`src/go_back_n_receiver_defines.svh`:
```
// assertion macros for the go-back-n receiver
`ifndef GO_BACK_N_RECEIVER_DEFINES_SVH
`define GO_BACK_N_RECEIVER_DEFINES_SVH

// same-cycle implication, sampled on clk, off during rst
`define GBN_ASSERT_NOW(label, cause, effect) \
  label: assert property (@(posedge clk) disable iff (rst) (cause) |-> (effect)) \
    else $error("gbn check failed");

// next-cycle implication, sampled on clk, off during rst
`define GBN_ASSERT_NEXT(label, cause, effect) \
  label: assert property (@(posedge clk) disable iff (rst) (cause) |=> (effect)) \
    else $error("gbn check failed");

`endif

```
`src/gbn_pkg.sv`:
```
// shared types and constants of the go-back-n receiver
package gbn_pkg;

  localparam int BYTE_W = 8;

  localparam logic [BYTE_W-1:0] SEQ_FLIP   = 8'h80;
  localparam logic [BYTE_W-1:0] CHECK_GOOD = 8'hFF;
  localparam logic [BYTE_W-1:0] BASE_MAX   = 8'hFF;
  localparam logic [BYTE_W-1:0] ACK_TYPE_RESET = 8'h01;

  localparam logic KIND_PAYLOAD = 1'b0;
  localparam logic KIND_ACK     = 1'b1;

  typedef struct packed {
    logic take;
    logic load_pay;
    logic load_ack;
    logic rd_clr;
    logic rd_inc;
  } gbn_cmd_t;

  typedef struct packed {
    logic at_check;
    logic pkt_ok;
    logic in_order;
    logic rd_zero;
    logic rd_last;
    logic out_free;
  } gbn_status_t;

endpackage

```
`src/gbn_if.sv`:
```
// item channels: incoming packet bytes and outgoing results
interface gbn_byte_if;
  logic       valid;
  logic       ready;
  logic [7:0] packet_byte;

  modport source (output valid, output packet_byte, input ready);
  modport sink (input valid, input packet_byte, output ready);
endinterface

interface gbn_result_if;
  logic       valid;
  logic       ready;
  logic       result_kind;
  logic [7:0] payload_byte;
  logic [7:0] ack_sequence;
  logic [7:0] ack_check;
  logic       last_in_run;

  modport source (
    output valid, output result_kind, output payload_byte,
    output ack_sequence, output ack_check, output last_in_run, input ready
  );
  modport sink (
    input valid, input result_kind, input payload_byte,
    input ack_sequence, input ack_check, input last_in_run, output ready
  );
endinterface

```
`src/gbn_ctrl.sv`:
```
// controller state machine of the go-back-n receiver
`include "go_back_n_receiver_defines.svh"

module gbn_ctrl
  import gbn_pkg::*;
(
  input  logic        clk,
  input  logic        rst,
  input  logic        in_valid,
  output logic        in_ready,
  input  gbn_status_t status,
  output gbn_cmd_t    cmd
);

  typedef enum logic [1:0] {
    S_RECV,
    S_FETCH,
    S_EMIT,
    S_ACK
  } state_t;

  state_t state;
  state_t state_next;

  always_comb begin
    state_next = state;
    in_ready   = 1'b0;
    cmd        = '0;
    unique case (state)
      S_RECV: begin
        in_ready = !status.at_check || status.out_free;
        if (in_valid && in_ready) begin
          cmd.take = 1'b1;
          if (status.at_check) begin
            if (!status.pkt_ok) begin
              cmd.load_ack = 1'b1;
            end else if (status.in_order) begin
              cmd.rd_clr = 1'b1;
              state_next = S_FETCH;
            end
          end
        end
      end
      S_FETCH: begin
        state_next = S_EMIT;
      end
      S_EMIT: begin
        if (status.rd_zero) begin
          state_next = S_ACK;
        end else if (status.out_free) begin
          cmd.load_pay = 1'b1;
          if (status.rd_last) begin
            state_next = S_ACK;
          end else begin
            cmd.rd_inc = 1'b1;
            state_next = S_FETCH;
          end
        end
      end
      S_ACK: begin
        if (status.out_free) begin
          cmd.load_ack = 1'b1;
          state_next = S_RECV;
        end
      end
      default: begin
        state_next = S_RECV;
      end
    endcase
  end

  always_ff @(posedge clk) begin
    if (rst) begin
      state <= S_RECV;
    end else begin
      state <= state_next;
    end
  end

  `GBN_ASSERT_NEXT(a_zero_ends_run, state == S_EMIT && status.rd_zero, state == S_ACK)
  `GBN_ASSERT_NEXT(a_good_starts_run,
    cmd.take && status.at_check && status.pkt_ok && status.in_order, state == S_FETCH)
  `GBN_ASSERT_NOW(a_busy_blocks_input, state != S_RECV, !in_ready)

endmodule

```
`src/gbn_datapath.sv`:
```
// datapath: byte counter, checksum, payload store, base and output register
`include "go_back_n_receiver_defines.svh"

module gbn_datapath
  import gbn_pkg::*;
#(
  parameter int PACKET_BYTES = 32
) (
  input  logic              clk,
  input  logic              rst,
  input  logic              cfg_wr_en,
  input  logic [BYTE_W-1:0] cfg_wr_data,
  input  logic [BYTE_W-1:0] packet_byte,
  input  gbn_cmd_t          cmd,
  output gbn_status_t       status,
  input  logic              out_ready,
  output logic              out_valid,
  output logic              result_kind,
  output logic [BYTE_W-1:0] payload_byte,
  output logic [BYTE_W-1:0] ack_sequence,
  output logic [BYTE_W-1:0] ack_check,
  output logic              last_in_run
);

  localparam int PAY_BYTES = PACKET_BYTES - 3;
  localparam int POS_W = $clog2(PACKET_BYTES);
  localparam int IDX_W = (PAY_BYTES > 1) ? $clog2(PAY_BYTES) : 1;
  localparam logic [POS_W-1:0] SEQ_POS   = POS_W'(PAY_BYTES);
  localparam logic [POS_W-1:0] CHECK_POS = POS_W'(PACKET_BYTES - 1);
  localparam logic [IDX_W-1:0] LAST_IDX  = IDX_W'(PAY_BYTES - 1);

  logic [POS_W-1:0]  pos;
  logic [BYTE_W-1:0] sum;
  logic [BYTE_W-1:0] held_seq;
  logic [BYTE_W-1:0] base;
  logic [BYTE_W-1:0] ack_type;
  logic [IDX_W-1:0]  rd_idx;
  logic [BYTE_W-1:0] rd_data;
  logic [BYTE_W-1:0] store [PAY_BYTES];

  logic [BYTE_W-1:0] sum_next;
  logic [BYTE_W-1:0] cur_ack_seq;
  logic [BYTE_W:0]   base_inc;

  assign sum_next    = sum + packet_byte;
  assign cur_ack_seq = base ^ SEQ_FLIP;
  assign base_inc    = {1'b0, base} + {{BYTE_W{1'b0}}, 1'b1};

  assign status.at_check = (pos == CHECK_POS);
  assign status.pkt_ok   = (sum_next == CHECK_GOOD);
  assign status.in_order = ({1'b0, held_seq ^ SEQ_FLIP} == base_inc);
  assign status.rd_zero  = (rd_data == '0);
  assign status.rd_last  = (rd_idx == LAST_IDX);
  assign status.out_free = !out_valid || out_ready;

  always_ff @(posedge clk) begin
    if (cmd.take && pos < SEQ_POS) begin
      store[pos[IDX_W-1:0]] <= packet_byte;
    end
    rd_data <= store[rd_idx];
  end

  always_ff @(posedge clk) begin
    if (rst) begin
      pos       <= '0;
      sum       <= '0;
      held_seq  <= '0;
      base      <= '0;
      ack_type  <= ACK_TYPE_RESET;
      rd_idx    <= '0;
      out_valid <= 1'b0;
    end else begin
      if (cfg_wr_en) begin
        ack_type <= cfg_wr_data;
      end
      if (cmd.take) begin
        if (status.at_check) begin
          pos <= '0;
          sum <= '0;
          if (status.pkt_ok && status.in_order && base != BASE_MAX) begin
            base <= base_inc[BYTE_W-1:0];
          end
        end else begin
          pos <= pos + 1'b1;
          sum <= sum_next;
          if (pos == SEQ_POS) begin
            held_seq <= packet_byte;
          end
        end
      end
      if (cmd.rd_clr) begin
        rd_idx <= '0;
      end else if (cmd.rd_inc) begin
        rd_idx <= rd_idx + 1'b1;
      end
      if (cmd.load_pay || cmd.load_ack) begin
        out_valid <= 1'b1;
      end else if (out_ready) begin
        out_valid <= 1'b0;
      end
    end
  end

  always_ff @(posedge clk) begin
    if (cmd.load_pay) begin
      result_kind  <= KIND_PAYLOAD;
      payload_byte <= rd_data;
      ack_sequence <= '0;
      ack_check    <= '0;
      last_in_run  <= 1'b0;
    end else if (cmd.load_ack) begin
      result_kind  <= KIND_ACK;
      payload_byte <= '0;
      ack_sequence <= cur_ack_seq;
      ack_check    <= ~(cur_ack_seq + ack_type);
      last_in_run  <= 1'b1;
    end
  end

  `GBN_ASSERT_NEXT(a_ack_is_last, cmd.load_ack, out_valid && last_in_run && result_kind)
  `GBN_ASSERT_NEXT(a_pos_steps, cmd.take && !status.at_check, pos != '0)
  `GBN_ASSERT_NEXT(a_base_monotonic, 1'b1, base >= $past(base))

endmodule

```
`src/go_back_n_receiver.sv`:
```
// go-back-n receiver: the payload of a good in-order packet is delivered up to a zero byte,
// each byte read from the store, then loaded into the output register; its ack follows;
// a byte is taken each cycle while a packet arrives, save while a run is delivered or the
// output is busy at the checksum byte; a corrupt packet is acked the cycle after that byte
// rst (synchronous) clears counters, sum, base and output valid; ack type resets to 1;
// the payload store is not cleared
module go_back_n_receiver
  import gbn_pkg::*;
#(
  parameter int PACKET_BYTES = 32
) (
  input  logic              clk,
  input  logic              rst,
  input  logic              cfg_wr_en,
  input  logic [BYTE_W-1:0] cfg_wr_data,
  gbn_byte_if.sink          packet_ch,
  gbn_result_if.source      result_ch
);

  gbn_cmd_t    cmd;
  gbn_status_t status;

  gbn_ctrl u_ctrl (
    .clk      (clk),
    .rst      (rst),
    .in_valid (packet_ch.valid),
    .in_ready (packet_ch.ready),
    .status   (status),
    .cmd      (cmd)
  );

  gbn_datapath #(
    .PACKET_BYTES (PACKET_BYTES)
  ) u_datapath (
    .clk          (clk),
    .rst          (rst),
    .cfg_wr_en    (cfg_wr_en),
    .cfg_wr_data  (cfg_wr_data),
    .packet_byte  (packet_ch.packet_byte),
    .cmd          (cmd),
    .status       (status),
    .out_ready    (result_ch.ready),
    .out_valid    (result_ch.valid),
    .result_kind  (result_ch.result_kind),
    .payload_byte (result_ch.payload_byte),
    .ack_sequence (result_ch.ack_sequence),
    .ack_check    (result_ch.ack_check),
    .last_in_run  (result_ch.last_in_run)
  );

endmodule
```
`src/flat_wrapper.sv`:
```
// flat-port wrapper written by rule: the top's interface ports become plain ports
module go_back_n_receiver_flat import gbn_pkg::*;
#(
  parameter int PACKET_BYTES = 32
)
  (clk, rst, cfg_wr_en, cfg_wr_data, packet_ch_valid, packet_ch_packet_byte, packet_ch_ready, result_ch_valid, result_ch_result_kind, result_ch_payload_byte, result_ch_ack_sequence, result_ch_ack_check, result_ch_last_in_run, result_ch_ready);
  gbn_byte_if packet_ch_i ();
  gbn_result_if result_ch_i ();
  input  logic clk;
  input  logic rst;
  input  logic cfg_wr_en;
  input  logic [BYTE_W-1:0] cfg_wr_data;
  input wire logic [$bits(packet_ch_i.valid)-1:0] packet_ch_valid;
  input wire logic [$bits(packet_ch_i.packet_byte)-1:0] packet_ch_packet_byte;
  output wire logic [$bits(packet_ch_i.ready)-1:0] packet_ch_ready;
  output wire logic [$bits(result_ch_i.valid)-1:0] result_ch_valid;
  output wire logic [$bits(result_ch_i.result_kind)-1:0] result_ch_result_kind;
  output wire logic [$bits(result_ch_i.payload_byte)-1:0] result_ch_payload_byte;
  output wire logic [$bits(result_ch_i.ack_sequence)-1:0] result_ch_ack_sequence;
  output wire logic [$bits(result_ch_i.ack_check)-1:0] result_ch_ack_check;
  output wire logic [$bits(result_ch_i.last_in_run)-1:0] result_ch_last_in_run;
  input wire logic [$bits(result_ch_i.ready)-1:0] result_ch_ready;
  assign packet_ch_i.valid = packet_ch_valid;
  assign packet_ch_i.packet_byte = packet_ch_packet_byte;
  assign packet_ch_ready = packet_ch_i.ready;
  assign result_ch_valid = result_ch_i.valid;
  assign result_ch_result_kind = result_ch_i.result_kind;
  assign result_ch_payload_byte = result_ch_i.payload_byte;
  assign result_ch_ack_sequence = result_ch_i.ack_sequence;
  assign result_ch_ack_check = result_ch_i.ack_check;
  assign result_ch_last_in_run = result_ch_i.last_in_run;
  assign result_ch_i.ready = result_ch_ready;
  go_back_n_receiver #(.PACKET_BYTES(PACKET_BYTES)) u_core (.clk(clk), .rst(rst), .cfg_wr_en(cfg_wr_en), .cfg_wr_data(cfg_wr_data), .packet_ch(packet_ch_i), .result_ch(result_ch_i));
endmodule
```
`config.mk`:
```
export PLATFORM = sky130hd
export DESIGN_NAME = go_back_n_receiver_flat
export DESIGN_NICKNAME = d
export VERILOG_FILES = /design/src/gbn_pkg.sv /design/src/gbn_if.sv /design/src/gbn_ctrl.sv /design/src/gbn_datapath.sv /design/src/go_back_n_receiver.sv /design/src/flat_wrapper.sv
export VERILOG_INCLUDE_DIRS = /design/src /design/src/src
export SDC_FILE = /design/constraint.sdc
export NUM_CORES = 1
export LEC_CHECK = 0
export ABC_CLOCK_PERIOD_IN_PS = 3380
export BUFFER_PORTS_ARGS = -buffer_cell sky130_fd_sc_hd__buf_4
export CORE_MARGIN = 8
export CORE_UTILIZATION = 56
export DETAILED_ROUTE_END_ITERATION = 10
export PLACE_DENSITY = 0.76
export RECOVER_POWER = 50
export SYNTH_ARGS = -nofsm -noshare
export SYNTH_HDL_FRONTEND = slang
export SYNTH_SLANG_ARGS = --single-unit
export TNS_END_PERCENT = 1
```
`constraint.sdc`:
```
create_clock -name clk -period 3.38 [get_ports clk]
set_clock_uncertainty 0.1 [all_clocks]
set_input_delay 0.169 -clock clk [delete_from_list [all_inputs] [get_ports clk]]
set_output_delay 0.169 -clock clk [all_outputs]
set_load 0.02 [all_outputs]
```
# [Word level (Yosys, flattened, before mapping)]
# Memories as Yosys holds them, arrays and structs flattened. A register that Yosys moved wholly into a read port is not among the register bits.
# Cells that the tools add are included.
[totals] reg_bits=70 ram_bits=232 input_bits=21 elab_cells=89 memories=1
[memory_table] name="u_core.u_datapath.store" words=29 width=8 rd=1 rd_ports_with_merged_regs=1 wr=1 line="gbn_datapath.sv:39" rtl="logic [BYTE_W-1:0] store [PAY_BYTES];"
[op_classes] add_sub_neg=5 n_lt_le_gt_ge=1 eq_ne=15 mux=34 bitwise=4 reduce_logical=17
[ops] cell="8-bit two-way mux" count=3
[ops] cell="2-bit two-way mux" count=10
[ops] cell="1-bit two-way mux" count=18
[ops] cell="8-bit adder" count=2
[ops] cell="5-bit equality test, second input constant" count=3
[ops] cell="5-bit by 1-bit adder with 5-bit output, second input constant" count=2
[ops] cell="2-bit inequality test, second input constant" count=5
[ops] cell="8-bit by 1-bit adder with 9-bit output, second input constant" count=1
[ops] cell="8-bit by 9-bit equality test with 1-bit output" count=1
[ops] cell="8-bit equality test, second input constant" count=1
[ops] cell="8-bit zero test" count=1
[ops] cell="8-bit inequality test, second input constant" count=1
[ops] cell="8-bit NOT" count=1
[ops] cell="2-bit one-hot mux with 4 select lines" count=1
[ops] cell="3-bit AND reduction" count=2
[ops] cell="6-bit AND reduction" count=1
[ops] cell="5-bit < comparator, second input constant" count=1
[ops] cell="5-bit two-way mux" count=1
[ops] cell="2-bit equality test, second input constant" count=2
[ops] cell="1-bit logical AND" count=4
[ops] cell="2-bit nonzero test" count=2
[ops] cell="1-bit logical OR" count=3
[ops] cell="3-bit by 2-bit inequality test with 1-bit output, second input constant" count=1
[ops] cell="1-bit NOT" count=3
[ops] cell="other kinds (5)" count=6

# [Longest topological paths before layout]
# Gate-level depths: netlist of the first run.
[depth] word_depth=9 mapped_depth=12

# [Cells and area by module]
# From an unflattened synthesis of the first run, not the netlist that was laid out.
[hier_totals] hier_cells=808 area_unflattened_um2=13113.8
[modules_own_cells] mod="gbn_datapath" instances=1 cells_each=776 area_each_um2=12854.8 seq_area_each_um2=8568.2
[modules_own_cells] mod="gbn_ctrl" instances=1 cells_each=32 area_each_um2=259.0 seq_area_each_um2=40.0

# [Least setup slack after synthesis of the first run]
# Ideal clock, no wire load.
[synth_timing] path_type="reg-to-reg" start="reg u_core.u_datapath.pos[0]" end="mem u_core.u_datapath.store[28][0] (enable)" setup_time_ps=395 arrival_time_ps=3195 required_time_ps=2885 slack_ps=-310 path_stages_with_launch=11 n_path_buf=2 path_cell_list="dfxtp_1 ha_1 nand3_1 inv_1 ha_1 clkbuf_1 a21boi_0 and2_1 clkbuf_1 nand3_1 nor4_1"
[synth_between] elab_chain_cells=9 elab_cells_between_ends=10
[synth_lines] item="start, declared" line="gbn_datapath.sv:32" rtl="logic [POS_W-1:0] pos;"
[synth_lines] item="start signal, assigned" line="gbn_datapath.sv:84" rtl="pos <= pos + 1'b1;"
[synth_lines] item="5-bit equality test" line="gbn_datapath.sv:49" rtl="assign status.at_check = (pos == CHECK_POS);"
[synth_lines] item="1-bit zero test" line="gbn_ctrl.sv:31" rtl="in_ready = !status.at_check || status.out_free;"
[synth_lines] item="1-bit logical OR" line="gbn_ctrl.sv:31"
[synth_lines] item="1-bit logical AND" line="gbn_ctrl.sv:32" rtl="if (in_valid && in_ready) begin"
[synth_lines] item="1-bit two-way mux" line="gbn_ctrl.sv:32"
[synth_lines] item="1-bit two-way mux" line="gbn_ctrl.sv:29" rtl="unique case (state)"
[synth_lines] item="1-bit logical AND" line="gbn_datapath.sv:57" rtl="if (cmd.take && pos < SEQ_POS) begin"
[synth_lines] item="1-bit two-way mux" line="gbn_datapath.sv:57"
[synth_lines] item="1-bit two-way mux (not written as such)" line="gbn_datapath.sv:58" rtl="store[pos[IDX_W-1:0]] <= packet_byte;"
[synth_lines] item="end, declared" line="gbn_datapath.sv:39"
# Several ways; a longest one is shown, not always the timed one.

# [Final worst setup path of the first run]
[layout_timing] start="reg u_core.u_datapath.pos[0]" end="mem u_core.u_datapath.store[5][1] (enable)"
# The elaborated chain is that of the path after synthesis.

==> results_dict.tcl, run 1 <==
set metrics [dict create \
    clockRootBuffer "clkbuf_16" \
    viasPerCell 6.08 \
    grt_start_max_net_pins 48 \
    track_usage_pct 20.1 \
    routabilityCongestion 0.836 \
    vias 7376 \
    max_clock_freq_ghz 0.310 \
    synth.avg_cell_area_um2 16.2 \
    die_h_um 168 \
    cp_cell_sequence "ha_1, nand3_1, inv_1, ha_1, buf_4, a21boi_1, and2_0, nand2_1, or2_2, nor2_1, buf_4" \
    r2r_end "u_core.u_datapath.store[5][1]$_DFFE_PP_" \
    critPathCaptureType "flip-flop" \
    max_slew_margin_pct -1.87 \
    ys_ff_latch 310 \
    synth_async_sr_flop_share_pct 0 \
    initial_core_util_pct 57.0 \
    netlist_area_um2 12900 \
    ios 49 \
    core-area_um2 22600 \
    grt_overflow 0 \
    hold_violations 0 \
    r2r_setup_slack_ns 0.15 \
    rsz0062_at_grt "no" \
    synth_cells 798 \
    worstPathArrival_ns 3.38 \
    worstSkewPairLatency_ns 0.55 \
    synth_top_family_by_area "multiplexers" \
    crit_path_start_kind "flip-flop" \
    critPathKind "flip-flop to flip-flop" \
    dieArea_um2 28200 \
    clk_pin_slew_ns 0.07 \
    postLayoutCellArea_um2 14900 \
    cap_violations 1 \
    utilization_pct 66.0 \
    synth-seq-area-share_pct 66.7 \
    tightest_slew_ns 1.53 \
    ys_types 58 \
    first_pass_iters 5 \
    synth_xor_area_share_pct 1.90 \
    wl_per_cell_um 23.3 \
    holdWs_ns 0.0157 \
    setup.worst_path.end "u_core.u_datapath.store[5][1]$_DFFE_PP_" \
    portBuffers 48 \
    status "finished, violations left" \
    placed_area_um2 13800 \
    cts_max_level 1 \
    worstPathRequired_ns 3.53 \
    slew_violations 32 \
    synth_edf_count 240 \
    grt_pass1_wl_um 44100 \
    powerDensity_nw_per_um2 529 \
    hpwl_um 18300 \
    synth_compound_area_share_pct 4.26 \
    worst-r2r-cell-count 11 \
    fin_setup_tns_ns 0 \
    violations "capacitance limit, slew limit" \
    critical_path.startpoint "u_core.u_datapath.pos[0]$_SDFFE_PP0P_" \
    die_w_um 168 \
    leakage_uw 0.00503 \
    first_iter_violations 757 \
    min_from "packet_ch_valid" \
    insertedDiodeCount 0 \
    crit_fanout 9 \
    cts_made_buffers 30 \
    period_minus_slack_ns 3.23 \
    post-route-period-util_pct 95.5 \
    cts.path.max_buffers 3 \
    num_rows 55 \
    yosys.area_share.adder_pct 2.93 \
    wl_um 28300 \
    nets 954 \
    irDropWorstVdd_mv 0.342 \
    total_power_uw 7900 \
    rr_startpoint "u_core.u_datapath.pos[0]$_SDFFE_PP0P_" \
    synth_nets 848 \
    drc 0 \
    cpPeakStageDelay_ns 0.40 \
    hold_path.class "input port to flip-flop" \
    syn_to_final_growth_pct 15.8 \
    yosys_warnings 0 \
    drive_above_1_share_pct 21.2 \
    grt_pass1_vias 7674 \
    antenna_found_initial 0 \
    cts_tree "done" \
    cpMaxStageDelayCell "and2_0" \
    synth.area.mux_share_pct 14.7 \
    detail-route-antenna-nets 0 \
    yosys.area_share.simple_pct 7.51 \
    cts.sinks 310 \
    synth_flop_cell "edfxtp_1" \
    setup_viol 0 \
]
==> timing repair <==
action | in CTS | in global routing
hold endpoints to repair | 197 | 0
buffers inserted | 0 | 0
hold buffers | 28 | 0
resized for setup | 0 | 2
endpoints found under the setup margin | 0 | 24
==> Yosys cell counts (5+ instances only) <==
master      n  share of area, %
a211oi_1   10              0.58
xor2_1     12              0.81
nand2b_1    8              0.39
nor3_1     16              0.62
ha_1       27               2.6
and3_1     11              0.53
nor2_1     71               2.1
o31ai_1     9              0.52
o21ai_0    12              0.47
nand2_1    25              0.73
xnor2_1    16               1.1
mux2_2      8              0.70
nand4_1    12              0.58
or3_1       5              0.24
inv_1      14              0.41
edfxtp_1  240                56
dfxtp_1    70                11
nand3_1    15              0.58
mux2i_1    18               1.4
buf_2      11              0.43
nor3b_1     6              0.35
a21oi_1    26               1.0
mux4_2     72                13
clkbuf_1   33              0.96
==> power by group <==
group,switching [uW],internal (uW),total [uW]
Clock,1340,2040,3380
Combinational,208,148,355
Sequential,22.8,4140,4170
Total,1570,6330,7900
==> placed cells by master, fill, tap and decap left out, types with 9 or more instances in the layout <==
cell type / synthesis / routed
o31ai_1: 9 / 9
dlygate4sd3_1: 0 / 28
buf_4: 2 / 58
mux4_2: 72 / 72
nor2_1: 71 / 71
nand4_1: 12 / 12
and3_1: 11 / 11
nand3_1: 15 / 15
ha_1: 27 / 27
o21ai_0: 12 / 12
a21oi_1: 26 / 26
xnor2_1: 16 / 16
dfxtp_1: 70 / 68
a211oi_1: 10 / 9
edfxtp_1: 240 / 240
clkbuf_1: 33 / 46
xor2_1: 12 / 12
inv_1: 14 / 14
clkbuf_16: 0 / 31
mux2i_1: 18 / 18
nand2_1: 25 / 24
nor3_1: 16 / 16
==> sequential cells by signal, summed over array words and instances (netlist names), 2 cells and up <==
| register | count |
|---|---|
| u_core.u_datapath.sum | 8 |
| u_core.u_datapath.ack_check | 8 |
| u_core.u_datapath.ack_type | 8 |
| u_core.u_datapath.rd_data | 8 |
| u_core.u_datapath.store | 232 |
| u_core.u_datapath.pos | 5 |
| u_core.u_datapath.payload_byte | 8 |
| u_core.u_ctrl.state | 2 |
| u_core.u_datapath.rd_idx | 5 |
| u_core.u_datapath.base | 8 |
| u_core.u_datapath.ack_sequence | 8 |
| u_core.u_datapath.held_seq | 8 |
==> final cells by class <==
cell class	instances	area [um^2]
fill	1474	7700
tap	285	357
sequential	310	8610
clock buffer	47	856
multi-input combinational	427	4060
clock inverter	9	144
inverter	14	52.6
timing repair buffer	121	866
==> per-layer routing <==
layer	global-route usage, %	up-vias	part of all wire (%)
li1	-	3324	-
met1	26.5	3722	40
met2	34.2	289	50
met3	3.70	41	7.1
met4	5.43	0	2.1
met5	0	-	0
==> how the worst min path moves through the flow <==
stage          cells past startpoint                                         end  slack, ns
2_1_floorplan                      0     u_core.u_datapath.store[0][0]$_DFFE_PP_       0.17
3_3_place_gp                       2  u_core.u_datapath.ack_type[0]$_SDFFE_PP1P_       0.28
3_5_place_dp                       2  u_core.u_datapath.ack_type[0]$_SDFFE_PP1P_       0.29
4_1_cts                            3       u_core.u_datapath.pos[2]$_SDFFE_PP0P_       0.01
5_1_grt                            3       u_core.u_datapath.pos[2]$_SDFFE_PP0P_       0.03
6_report                           3       u_core.u_datapath.pos[2]$_SDFFE_PP0P_       0.02
==> stage by stage <==
stage / instances / setup slack, ns
after floorplan: 798 / 0.0595
after global placement: 1129 / 0.125
after detailed placement: 1129 / 0.0443
after CTS: 1213 / 0.0492
after global routing: 1213 / 0.00977
final: 1213 / 0.151
==> kinds of logic (layout without fill, tap and decap cells) <==
kind of cell | Yosys count | in the layout
buffers and inverters | 61 | 191
AOI/OAI and AO/OA | 81 | 81
muxes | 99 | 99
xor gates and xnor gates | 28 | 28
and+or+nand+nor | 190 | 190
adders and majority gates | 29 | 29
DFF | 310 | 310
==> worst max-delay path: cells and delay by family (launching register included) <==
kind                     cells  cell delay, ns
flip-flops                   1            0.39
adder cells (fa/ha/maj)      2            0.50
AO/OA/AOI/OAI                1            0.26
AND/OR/NAND/NOR              5            1.23
buffers and inverters        3            0.45
Power figures use the tool's default switching activity.
==> run 2, diff against run 1 <==
Settings changed: ABC_CLOCK_PERIOD_IN_PS 3380 to 4200, CORE_UTILIZATION 56 to 64, PLACE_DENSITY 0.76 to 0.82.
Clock period 3.38 ns to 4.2 ns, I/O delays scaled along.
==> run 2 against run 1 <==
The flow still finishes with violations (capacitance limit, slew limit). Worst hold slack lost 0.0084 ns. Worst setup slack improved by 0.44 ns. Non-clock buffer count decreased by 41. Critical endpoint is now u_core.u_datapath.store[5][6]$_DFFE_PP_. Sequential power shrank 19%. Wire length increased by 0.49%. Clock-buffer cell count is 3 lower. Highest routed layer is now met5. Cell area is 2.7% lower.
==> results_dict.tcl, run 2 (synthesized netlist as in run 1, its figures left out) <==
set metrics [dict create \
    status "finished, violations left" \
    violations "capacitance limit, slew limit" \
    internal-power_uw 4930 \
    slew_violations 63 \
    tightest_slew_ns 1.61 \
    holdWs_ns 0.00727 \
    hold_violations 0 \
    pwr-share-comb_pct 4.3 \
    layout_common_cells "edfxtp_1 (240), mux4_2 (72), nor2_1 (71)" \
    grt_overflow 0 \
    die_h_um 158 \
    ios 49 \
    antenna_found_initial 1 \
    viasPerCell 6.41 \
    first_pass_iters 5 \
    crit_path_start_kind "flip-flop" \
    worstSkewPairLatency_ns 0.56 \
    critPathKind "flip-flop to flip-flop" \
    wl_um 28500 \
    routabilityCongestion 0.860 \
    insertedDiodeCount 0 \
    critPathCaptureType "flip-flop" \
    hold_path.class "input port to flip-flop" \
    p_seq_share_pct 54.0 \
    portBuffers 48 \
    leakage_uw 0.00479 \
    drc 0 \
    nets 913 \
    initial_core_util_pct 64.4 \
    switching_share_pct 20.7 \
    clk_pin_slew_ns 0.06 \
    period_minus_slack_ns 3.61 \
    vias 7412 \
    irDropWorstVdd_mv 0.412 \
    detail-route-antenna-nets 0 \
    cts.sinks 310 \
    grt_pass1_wl_um 43200 \
    die_w_um 158 \
    worstPathRequired_ns 4.27 \
    setup_viol 0 \
    cts_made_buffers 30 \
    grt_pass1_vias 7376 \
    track_usage_pct 23.2 \
    num_rows 52 \
    cap_violations 2 \
    crit_fanout 10 \
    wl_per_cell_um 24.6 \
    n_fill_cell 1255 \
    max_slew_margin_pct -7.37 \
    cts.path.max_buffers 3 \
    cts_max_level 1 \
    clockRootBuffer "clkbuf_16" \
    first_iter_violations 775 \
    rsz0062_at_grt "no" \
    core-area_um2 20000 \
    worstPathArrival_ns 3.68 \
    drive_above_1_share_pct 18.0 \
    fin_setup_tns_ns 0 \
    p_switching_uw 1280 \
    hpwl_um 17700 \
    grt_start_max_net_pins 48 \
    post-route-period-util_pct 86.0 \
    largest_reg_flops 232 \
    multiInputGateArea_um2 4040 \
    seq_area_um2 8610 \
    final_common_cell "edfxtp_1" \
    dieArea_um2 25000 \
    syn_to_final_growth_pct 12.7 \
    powerDensity_nw_per_um2 427 \
    max_clock_freq_ghz 0.277 \
    p_clk_share_pct 41.7 \
    cts_tree "done" \
]
-- run 2: power groups by stage --
stage | registers, uW | logic (uW) | clock network [uW]
5_1_grt | 3360 | 291 | 2710
3_5_place_dp | 3420 | 248 | 0
2_1_floorplan | 3410 | 151 | 0
4_1_cts | 3350 | 269 | 2600
6_report | 3360 | 269 | 2590
3_3_place_gp | 3420 | 235 | 0
-- run 2: final timing paths --
path	cells past startpoint	end	slack, ns	startpoint
worst max-delay path	9	u_core.u_datapath.store[5][6]$_DFFE_PP_	0.59	u_core.u_datapath.pos[0]$_SDFFE_PP0P_
worst min-delay path	1	u_core.u_datapath.store[6][4]$_DFFE_PP_	0.007	packet_ch_packet_byte[4]
worst max register to register	9	u_core.u_datapath.store[5][6]$_DFFE_PP_	0.59	u_core.u_datapath.pos[0]$_SDFFE_PP0P_
worst min register to register	2	u_core.u_datapath.ack_check[7]$_SDFFE_PP0P_	0.38	u_core.u_datapath.ack_check[7]$_SDFFE_PP0P_
-- run 2: critical path, cell delays in order, from the launching register on --
cell,delay (ns)
dfxtp_1,0.38
ha_1,0.28
nand3_1,0.13
inv_1,0.05
ha_1,0.33
a21boi_0,0.35
and2_0,0.39
nand2_1,0.15
or2_2,0.38
nor2_1,0.68
-- run 2: per-layer routing --
layer / track usage (%) / vias to the layer above / part of all wire, %
met2: 39.1 / 348 / 50
met1: 30.3 / 3751 / 39
met4: 7.32 / 2 / 3.2
met3: 4.07 / 72 / 7.7
li1: - / 3239 / -
met5: 0 / - / 0.046
-- run 2: repair_timing --
| action | in CTS | in global routing |
|---|---|---|
| endpoints found under the setup margin | 0 | 0 |
| buffers inserted | 0 | 0 |
| resized for setup | 0 | 0 |
| endpoints found under the hold margin | 79 | 0 |
| hold buffers | 20 | 0 |
-- run 2: through the flow --
| step | power, uW | std cells | cell area [um^2] | util, % | worst slack [ns] |
|---|---|---|---|---|---|
| 2_1_floorplan | 3560 | 798 | 12900 | - | 0.510 |
| 3_3_place_gp | 3650 | 1081 | 13500 | 67.5 | 0.785 |
| 3_5_place_dp | 3670 | 1081 | 13500 | 67.5 | 0.702 |
| 4_1_cts | 6230 | 1157 | 14700 | 73.2 | 0.670 |
| 5_1_grt | 6360 | 1157 | 14500 | 72.6 | 0.416 |
| 6_report | 6210 | 1157 | 14500 | 72.6 | 0.589 |
-- run 2: cell type report --
| class | instances | area share [%] |
|---|---|---|
| sequential | 310 | 59.2 |
| multi-input combinational | 427 | 27.8 |
| clock buffer | 44 | 5.96 |
| timing repair buffer | 80 | 3.77 |
| tap | 270 | 2.32 |
| clock inverter | 12 | 0.585 |
| inverter | 14 | 0.361 |
